$ cat config.mk
export PLATFORM = sky130hd
export DESIGN_NAME = lpf_sequencer
export DESIGN_NICKNAME = d
export VERILOG_FILES = /design/src/hw/rtl/lpf_pkg.sv /design/src/hw/rtl/lpf_sequencer.sv
export SDC_FILE = /design/constraint.sdc
export NUM_CORES = 1
export LEC_CHECK = 0
export BUFFER_PORTS_ARGS = -buffer_cell sky130_fd_sc_hd__buf_2
export CAP_MARGIN = 25
export CORE_UTILIZATION = 40
export CTS_CLUSTER_DIAMETER = 80
export CTS_CLUSTER_SIZE = 20
export DETAILED_ROUTE_END_ITERATION = 10
export HOLD_SLACK_MARGIN = 0.02
export PLACE_DENSITY = 0.69
export SETUP_SLACK_MARGIN = 0.1
export SLEW_MARGIN = 10
export SYNTH_ARGS = -nofsm -noshare
export SYNTH_HDL_FRONTEND = slang
export SYNTH_SLANG_ARGS = --single-unit
export TNS_END_PERCENT = 20
$ cat constraint.sdc
create_clock -name clock -period 5.3 [get_ports clock]
set_clock_uncertainty 0.1 [all_clocks]
set_input_delay 1.06 -clock clock [delete_from_list [all_inputs] [get_ports clock]]
set_output_delay 1.06 -clock clock [all_outputs]
set_load 0.03 [all_outputs]
$ cat src/hw/rtl/lpf_pkg.sv
// ---------------------------------------------------------------------------
// lpf_pkg
// shared constants, microcode types and status flags of the palindrome finder
// ---------------------------------------------------------------------------
package lpf_pkg;

   localparam int MAX_LEN   = 256;
   localparam int CNT_W     = $clog2(MAX_LEN + 1);
   localparam int POS_W     = CNT_W + 1;
   localparam int RAD_W     = CNT_W;
   localparam int ADDR_W    = (MAX_LEN > 1) ? $clog2(MAX_LEN) : 1;
   localparam int RAD_DEPTH = 2 * MAX_LEN + 1;

   localparam int CHAR_W     = 8;
   localparam int START_W    = 8;
   localparam int LEN_W      = 9;
   localparam int CENTER_W   = 9;
   localparam int REQ_DATA_W = 8;
   localparam int RSP_FIELD_W = START_W + LEN_W + CENTER_W;
   localparam int RSP_DATA_W = ((RSP_FIELD_W + 7) / 8) * 8;

   typedef enum logic [3:0] {
      STEP_IDLE,
      STEP_INIT,
      STEP_POS,
      STEP_MIRROR,
      STEP_CHECK,
      STEP_EXP_READ,
      STEP_EXP_CMP,
      STEP_WRITE,
      STEP_NEXT,
      STEP_DONE
   } step_type;

   typedef enum logic [2:0] {
      COND_NONE,
      COND_START,
      COND_SCAN_END,
      COND_NO_EXPAND,
      COND_OUT_OF_BOUNDS,
      COND_MATCH,
      COND_MORE,
      COND_OUT_FREE
   } cond_type;

   typedef struct packed {
      logic     accept;
      logic     init;
      logic     set_r;
      logic     clip_r;
      logic     text_rd;
      logic     grow_r;
      logic     rad_wr;
      logic     advance;
      logic     emit;
      cond_type cond;
      step_type target;
      logic     hold;
   } ctrl_type;

   typedef struct packed {
      logic start;
      logic scan_end;
      logic no_expand;
      logic out_of_bounds;
      logic match;
      logic more;
      logic out_free;
   } flags_type;

endpackage

$ cat src/hw/rtl/lpf_sequencer.sv
// ---------------------------------------------------------------------------
// lpf_sequencer
// step counter and control store driving the scan datapath
// ---------------------------------------------------------------------------
module lpf_sequencer (
   input  logic                clock,
   input  logic                reset,
   input  lpf_pkg::flags_type  flags,
   output lpf_pkg::ctrl_type   ctrl
);
   import lpf_pkg::*;

   step_type upc_ff;
   step_type upc_in;
   ctrl_type word;
   logic     cond_true;

   function automatic ctrl_type rom(input step_type step);
      ctrl_type w;
      w        = '0;
      w.cond   = COND_NONE;
      w.target = STEP_IDLE;
      unique case (step)
         STEP_IDLE: begin
            w.accept = 1'b1;
            w.cond   = COND_START;
            w.target = STEP_INIT;
            w.hold   = 1'b1;
         end
         STEP_INIT: begin
            w.init   = 1'b1;
         end
         STEP_POS: begin
            w.set_r  = 1'b1;
            w.cond   = COND_SCAN_END;
            w.target = STEP_DONE;
         end
         STEP_MIRROR: begin
            w.clip_r = 1'b1;
         end
         STEP_CHECK: begin
            w.cond   = COND_NO_EXPAND;
            w.target = STEP_WRITE;
         end
         STEP_EXP_READ: begin
            w.text_rd = 1'b1;
            w.cond    = COND_OUT_OF_BOUNDS;
            w.target  = STEP_WRITE;
         end
         STEP_EXP_CMP: begin
            w.grow_r = 1'b1;
            w.cond   = COND_MATCH;
            w.target = STEP_EXP_READ;
         end
         STEP_WRITE: begin
            w.rad_wr = 1'b1;
         end
         STEP_NEXT: begin
            w.advance = 1'b1;
            w.cond    = COND_MORE;
            w.target  = STEP_POS;
         end
         STEP_DONE: begin
            w.emit   = 1'b1;
            w.cond   = COND_OUT_FREE;
            w.target = STEP_IDLE;
            w.hold   = 1'b1;
         end
         default: begin
            w.target = STEP_IDLE;
            w.cond   = COND_START;
         end
      endcase
      return w;
   endfunction

   // control word output
   always_comb begin
      word = rom(upc_ff);
      ctrl = word;
   end

   // next step
   always_comb begin
      unique case (word.cond)
         COND_NONE:          cond_true = 1'b0;
         COND_START:         cond_true = flags.start;
         COND_SCAN_END:      cond_true = flags.scan_end;
         COND_NO_EXPAND:     cond_true = flags.no_expand;
         COND_OUT_OF_BOUNDS: cond_true = flags.out_of_bounds;
         COND_MATCH:         cond_true = flags.match;
         COND_MORE:          cond_true = flags.more;
         COND_OUT_FREE:      cond_true = flags.out_free;
         default:            cond_true = 1'b0;
      endcase
      priority if (cond_true) begin
         upc_in = word.target;
      end else if (word.hold) begin
         upc_in = upc_ff;
      end else begin
         upc_in = step_type'(upc_ff + 4'd1);
      end
   end

   always_ff @(posedge clock) begin
      if (reset) begin
         upc_ff <= STEP_IDLE;
      end else begin
         upc_ff <= upc_in;
      end
   end

endmodule

=== After elaboration in Yosys (flattened, before gate mapping) ===
Cells that the tools add are included.

* Register bits after elaboration: 4
* Input port bits: 9
* Output and inout port bits: 17

* Muxes and demuxes: 14
* Reduce and logical (&&, ||, !) cells: 4
* $add $sub $neg: 1
* Eq/ne operators: 17

{| class="wikitable"
|+ Operators with widths
! cell !! count
|-
| $pmux 7 s8 || 1
|-
| $eq 4x3->1 const B || 4
|-
| $eq 3x3->1 const B || 4
|-
| $mux 1 || 10
|-
| $eq 4x2->1 const B || 2
|-
| $eq 4x4->1 const B || 2
|-
| $mux 4 || 2
|-
| $pmux 1 s8 || 1
|-
| $eq 3x2->1 const B || 2
|-
| $add 4x1->4 const B || 1
|-
| $eq 4x1->1 const B || 1
|-
| $logic_not 4->1 || 1
|-
| $eq 3x1->1 const B || 1
|-
| $logic_not 3->1 || 1
|-
| $reduce_or 3->1 || 1
|-
| $ne 2x1->1 const B || 1
|-
| $reduce_or 2->1 || 1
|}

=== Logic depth before layout (Yosys ltp) ===
Gate-level depths: netlist of the first run.

* Depth in word-level cells: 6
* Mapped depth: 8

=== Worst setup path before layout of the first run ===
OpenSTA, ideal clock, no wires.

* Path type: register -> output
* Start: reg upc_ff[0]
* End: out ctrl[6] (netlist bit)
* Setup slack: 2386 ps
* Arrival time: 1754 ps
* Data required time: 4140 ps
* Cell stages (with the launch flop): 6
* Buffers on the path: 1
* Cell sequence: dfxtp_1 > inv_1 > ha_1 > buf_2 > inv_1 > a221oi_1

{| class="wikitable"
|+ RTL lines
! what !! RTL line !! source
|-
| from (decl) || lpf_sequencer.sv:13 || <nowiki>step_type upc_ff;</nowiki>
|-
| from (signal assigned) || lpf_sequencer.sv:109 || <nowiki>upc_ff <= upc_in;</nowiki>
|-
| to (decl) || lpf_sequencer.sv:9 || <nowiki>output lpf_pkg::ctrl_type ctrl</nowiki>
|}

==> summary.json, run 1 <==
{
  "outcome": "complete, no violations",
  "critical_path_peak_fanout": 10,
  "critical_path.max_stage_delay_ns": 0.48,
  "dpl.hpwl_um": 1100,
  "synth_compound_gate_area_share": 0.207,
  "timing_max_transition_violations_final": 0,
  "post_synth_fa_ha_maj_area_fraction": 0.0805,
  "hold_path.class": "flop to flop",
  "grt-ovfl-total": 0,
  "via_per_inst": 5.36,
  "maxSlewHeadroom": 0.613,
  "layout_top_registers": "upc_ff x4",
  "die_area_um2": 1720,
  "maxClockFrequency_mhz": 321,
  "synthCells": 83,
  "cp-end-kind": "output pin",
  "commonest_non_fill_non_tap_cells_in_the_layout": "buf_2, inv_1, nor2_1, nand2_1, nor3_1",
  "final_layout_size_suffix_gt1_frac": 0.321,
  "vdd.ir_drop.worst_v": 0.000216,
  "synthDominantAreaCellType": "dfxtp_1",
  "final_min_period_over_clock_period": 0.588,
  "core_um2": 1370,
  "most_common_library_cell_in_the_layout_ignoring_fill_and_taps": "buf_2",
  "io_pins": 26,
  "dr.pass1.iters": 4,
  "number_of_flip_flops_under_the_largest_register_name": 4,
  "grt_usage": 0.175,
  "synth_mux_area_frac": 0.0986,
  "htree_levels": 1,
  "antenna_cells_inserted": 0,
  "worst_slew_pin_slew_ns": 0.579,
  "cts_setup_buffers": 0,
  "num_vias": 648,
  "grt_pass1_vias": 560,
  "worst_ep_required_time_ns": 4.14,
  "detail-route-antenna-nets": 0,
  "synth_top_area_share": 0.129,
  "power-per-cell-area_nw_per_um2": 384,
  "cell_type_with_the_highest_occurrence_count_on_the_critical_path": "inv_1",
  "final_routed_wire_length_divided_by_cell_count_um": 11.9,
  "netlist_top_cells_area": "dfxtp_1, ha_1, mux2i_1, inv_1, nor2_1",
  "worstPathCellList": "inv_1 -> ha_1 -> inv_1 -> a221oi_1 -> buf_2",
  "synth.avg_cell_area_um2": 7.49,
  "synth_warnings": 0,
  "maxCapViolations": 0,
  "cts_tree": "built",
  "critPathKind": "flop to output pin",
  "sequential_cell_area_fraction_in_the_yosys_report": 0.129,
  "finalSetupViolCount": 0,
  "filler_cell_count": 143,
  "dieHeight_um": 41.4,
  "post_cts.resized_instances": 0,
  "drtIter0Drc": 4,
  "drt_wl_total_um": 1440,
  "syn-num-nets": 96,
  "port-buffer-count": 25,
  "nets_finish": 121,
  "gp_routability_congestion": 0.768,
  "clockRootBuffer": "clkbuf_4",
  "period_needed_ns": 3.12,
  "post_synth_and_or_nand_nor_area_fraction": 0.318,
  "power.leakage_nw": 0.361,
  "areaGrowthSynthToFinish_pct": 20.3,
  "clock_insertion_delay_at_the_later_pin_of_the_skew_report_ns": 0.24,
  "non_filler_instances": 121,
  "initial_antenna_violation_count": 0,
  "cts_buffers": 3,
  "cts-hold-fix-buffers": 0,
  "synth.lib_cells_used.distinct": 34,
  "cts.reportedPaths.clkPinSlew_ns": 0.04,
  "unrepaired_setup_endpoints_after_global_routing": "no",
  "post_synth_xor_area_fraction": 0.0423,
  "grt_first_pass_wirelength_um": 2420,
  "dp_cells": 118,
  "floorplan.die.width_um": 41.4,
  "clockBufferDepth": 2,
  "crit_path_top_delay_cell": "a221oi_1",
  "std_cell_rows": 13,
  "clkSinkCount": 4,
  "timing_hold_violations_final": 0,
  "timing.setup.tns_ns": 0,
  "setup.worst_path.start_class": "flop",
  "drcViolationCount": 0,
  "cp_data_arrival_time_ns": 1.96,
  "synth-seq-cells": 4,
  "initial_utilization": 0.455,
  "largest_family_of_logic_cells_by_synthesized_area": "simple AND/OR/NAND/NOR gates",
  "grt_max_degree": 19,
  "netlist_area_um2": 622,
  "registers.top_by_ff_count": "upc_ff"
}
## through the flow
step                 util  instance area [µm²]  setup slack, ns  total power, mW  hold WS, ns
detailed placement  0.531                  726             2.43            0.249        0.561
global placement    0.531                  726             2.49            0.247        0.550
global route        0.548                  748             2.02            0.312        0.619
floorplan               -                  622             2.39            0.212        0.512
finish              0.548                  748             2.18            0.287        0.574
CTS                 0.548                  748             2.16            0.290        0.574
## critical path: cells and delay by family, from the launching register on
family          cells  cell delay, ns
buf+inv             3            0.55
compound gates      1            0.48
flops               1            0.35
fa+ha+maj           1            0.34
## Yosys cell counts
cell        n
or3_1       1
o22ai_1     1
nand2b_1    2
o2bb2ai_1   1
nand3b_1    1
nor3_1      6
o22a_1      1
inv_1      10
a31oi_1     2
or2_0       1
nor2_1      9
a221oi_1    1
buf_6       2
xnor2_1     3
a311o_2     1
buf_2       2
ha_1        4
o21bai_1    1
buf_4       1
a32oi_4     1
nor3b_1     1
nand2_1     8
nor4b_2     1
nand2b_2    1
nor2b_1     1
mux2_2      1
o21ai_0     1
dfxtp_1     4
a211oi_2    1
a21oi_1     4
and4bb_1    1
mux2i_1     5
or4bb_1     1
nand3_1     2
## power breakdown
part / total, mW / switching, mW / internal (mW)
Sequential: 0.0437 / 0.00840 / 0.0353
Combinational: 0.206 / 0.135 / 0.0709
Clock: 0.0377 / 0.0124 / 0.0253
## cell families after synthesis
group,count (synthesis)
compound gates,15
simple gates,36
mux,6
buf+inv,15
flops,4
fa+ha+maj,4
xor+xnor,3
## metal layers
layer | part of all wire | GRT usage
met1 | 0.45 | 0.223
met2 | 0.49 | 0.297
met3 | 0.040 | 0.00435
met4 | 0.012 | 0.0968
met5 | 0 | 0
## worst paths after layout
path	startpoint	end	slack, ns	depth (start not counted)
worst max-delay path	upc_ff[0]$_SDFFE_PP0P_	ctrl[6]	2.18	5
worst min-delay path	upc_ff[0]$_SDFFE_PP0P_	upc_ff[0]$_SDFFE_PP0P_	0.57	3
worst max register to register	upc_ff[0]$_SDFFE_PP0P_	upc_ff[3]$_SDFFE_PP0P_	2.95	7
worst min register to register	upc_ff[0]$_SDFFE_PP0P_	upc_ff[0]$_SDFFE_PP0P_	0.57	3
## final cells by class
type                    instances  area [µm²]  share of cell area
multi-input cells              64         464               0.620
inverters                      10        37.5              0.0502
flip-flops and latches          4        80.1               0.107
clock buffers                   3        22.5              0.0301
repair buffers                 25         125               0.167
well taps                      15        18.8              0.0251
Note: power is estimated with default switching activity, not from simulation.
==> run 2, diff against run 1 <==
PLACE_DENSITY = 0.71   (was 0.69)
clock period = 2.5 ns   (was 5.3 ns; I/O delays follow)
==> run 2 against run 1 <==
Non-clock buffer count up 1. Clock-buffer cell count unchanged. Total power up 130%. First-iteration DRC count up 130%. Largest power group unchanged.
==> summary.json, run 2 (same netlist as run 1, synthesis figures left out) <==
{
  "clkSinkCount": 4,
  "areaGrowthSynthToFinish_pct": 30.0,
  "finalSetupViolCount": 0,
  "initial_utilization": 0.455,
  "cts_buffers": 3,
  "final_routed_wire_length_divided_by_cell_count_um": 12.6,
  "worst_slew_pin_slew_ns": 0.465,
  "dieHeight_um": 41.4,
  "outcome": "complete, no violations",
  "final_min_period_over_clock_period": 0.954,
  "timing_max_transition_violations_final": 0,
  "std_cell_rows": 13,
  "drcViolationCount": 0,
  "vdd.ir_drop.worst_v": 0.000472,
  "dp_cells": 119,
  "maxSlewHeadroom": 0.690,
  "grt_usage": 0.182,
  "detail-route-antenna-nets": 0,
  "non_filler_instances": 122,
  "worst_r2r_endpoint": "upc_ff[1]$_SDFFE_PP0P_",
  "drtIter0Drc": 9,
  "grt-ovfl-total": 0,
  "via_per_inst": 5.38,
  "period_needed_ns": 2.38,
  "grt_first_pass_wirelength_um": 2520,
  "timing_hold_violations_final": 0,
  "p_total_uw": 663,
  "timing.setup.tns_ns": 0,
  "commonest_non_fill_non_tap_cells_in_the_layout": "buf_2, inv_1, nor2_1, nand2_1",
  "registers.top_by_ff_count": "upc_ff",
  "cts-hold-fix-buffers": 0,
  "num_vias": 656,
  "most_common_library_cell_in_the_layout_ignoring_fill_and_taps": "buf_2",
  "initial_antenna_violation_count": 0,
  "grt_max_degree": 19,
  "crit_path_top_delay_cell": "dfxtp_1",
  "grt_use_met1": 0.229,
  "floorplan.die.width_um": 41.4,
  "drt_wl_total_um": 1540,
  "cp_data_arrival_time_ns": 1.78,
  "area_post_placement_um2": 747,
  "dr.pass1.iters": 4,
  "critPathKind": "flop to output pin",
  "r2r_start": "upc_ff[1]$_SDFFE_PP0P_",
  "layout_top_registers": "upc_ff x4",
  "critical_path_peak_fanout": 11,
  "maxCapViolations": 0,
  "io_pins": 26,
  "filler_cell_count": 154,
  "port-buffer-count": 25,
  "final_layout_size_suffix_gt1_frac": 0.383,
  "holdPathStages": 3,
  "globalRouteMet2Util": 0.319,
  "critical_path.max_stage_delay_ns": 0.39,
  "grt_util_met3": 0.00435,
  "postLayoutCoreUtil": 0.592,
  "number_of_flip_flops_under_the_largest_register_name": 4,
  "postLayoutCellArea_um2": 808,
  "unrepaired_setup_endpoints_after_global_routing": "yes",
  "cts_tree": "built",
  "maxClockFrequency_mhz": 419,
  "clock_insertion_delay_at_the_later_pin_of_the_skew_report_ns": 0.24,
  "setup.reg_to_reg.worst_slack_ns": 0.21,
  "r2r_cells": 7,
  "power.leakage_nw": 0.380,
  "htree_levels": 1,
  "cts.reportedPaths.clkPinSlew_ns": 0.04,
  "hold_path.class": "input port to flop",
  "clockRootBuffer": "clkbuf_4",
  "worst_ep_required_time_ns": 1.90,
  "power-per-cell-area_nw_per_um2": 820,
  "cp-end-kind": "output pin",
  "gp_routability_congestion": 0.751,
  "grt_pass1_vias": 572,
  "nets_finish": 122,
  "dpl.hpwl_um": 1190,
  "core_um2": 1370,
  "clockBufferDepth": 2,
  "antenna_cells_inserted": 0,
  "hold_start": "reset",
  "holdPathEnd": "upc_ff[2]$_SDFFE_PP0P_",
  "worstPathCellList": "inv_1 -> ha_2 -> or2_0 -> a211oi_4 -> buf_6",
  "cts_setup_buffers": 0,
  "die_area_um2": 1720,
  "globalRoute.busiestLayer": "met2",
  "setup.worst_path.start_class": "flop"
}
==> run 2: cell types whose count changed in the layout (fill, tap and decap cells not counted), moves of 2 or more <==
cell	change
ha_1	-2
ha_2	+2
dfxtp_2	+2
dfxtp_1	-2
==> run 2: critical path: cells and delay by family (launching register included) <==
kind	cells	cell delay [ns]
simple gates	1	0.26
buf+inv	2	0.27
flops	1	0.39
compound gates	1	0.37
fa+ha+maj	1	0.25
==> run 2: worst max-delay path by stage <==
stage | end | slack, ns | depth (start not counted) | start
2_1_floorplan | upc_ff[3]$_SDFFE_PP0P_ | 0.15 | 8 | upc_ff[1]$_SDFFE_PP0P_
3_3_place_gp | upc_ff[2]$_SDFFE_PP0P_ | 0.15 | 7 | upc_ff[0]$_SDFFE_PP0P_
3_5_place_dp | upc_ff[1]$_SDFFE_PP0P_ | 0.09 | 7 | upc_ff[0]$_SDFFE_PP0P_
4_1_cts | ctrl[5] | 0.03 | 5 | upc_ff[1]$_SDFFE_PP0P_
5_1_grt | ctrl[5] | 0.04 | 5 | upc_ff[1]$_SDFFE_PP0P_
6_report | ctrl[5] | 0.12 | 5 | upc_ff[1]$_SDFFE_PP0P_
==> run 2: power breakdown <==
group	switching, mW	total, mW	leakage (nW)	internal (mW)
clock network	0.0253	0.0789	0.0138	0.0536
registers	0.0171	0.0936	0.0333	0.0766
logic	0.315	0.490	0.333	0.175
total	0.357	0.663	0.380	0.305
==> run 2: repair_timing <==
item | in CTS | in global routing
endpoints found under the setup margin | 4 | 8
resized for setup | 2 | 7
gates cloned | 0 | 0
pin swaps | 0 | 1
==> run 2: layout make-up <==
class                           count  area (µm²)  share of cell area
Clock buffer                        3        22.5              0.0279
Inverter                           10        37.5              0.0464
Multi-Input combinational cell     64         508               0.628
Sequential cell                     4        82.6               0.102
Tap cell                           15        18.8              0.0232
Timing Repair Buffer               26         139               0.172
==> run 2: layer usage <==
layer	routed length [µm]	vias to the layer above
met5	0	-
met4	12	0
met3	45	2
met2	741	16
met1	743	301
li1	-	337
==> run 2: per-stage QoR <==
stage | setup slack [ns] | hold WS, ns
after floorplan | 0.154 | 0.512
after global placement | 0.152 | 0.545
after detailed placement | 0.0945 | 0.556
after CTS | 0.0348 | 0.463
after global routing | 0.0370 | 0.477
final | 0.115 | 0.460
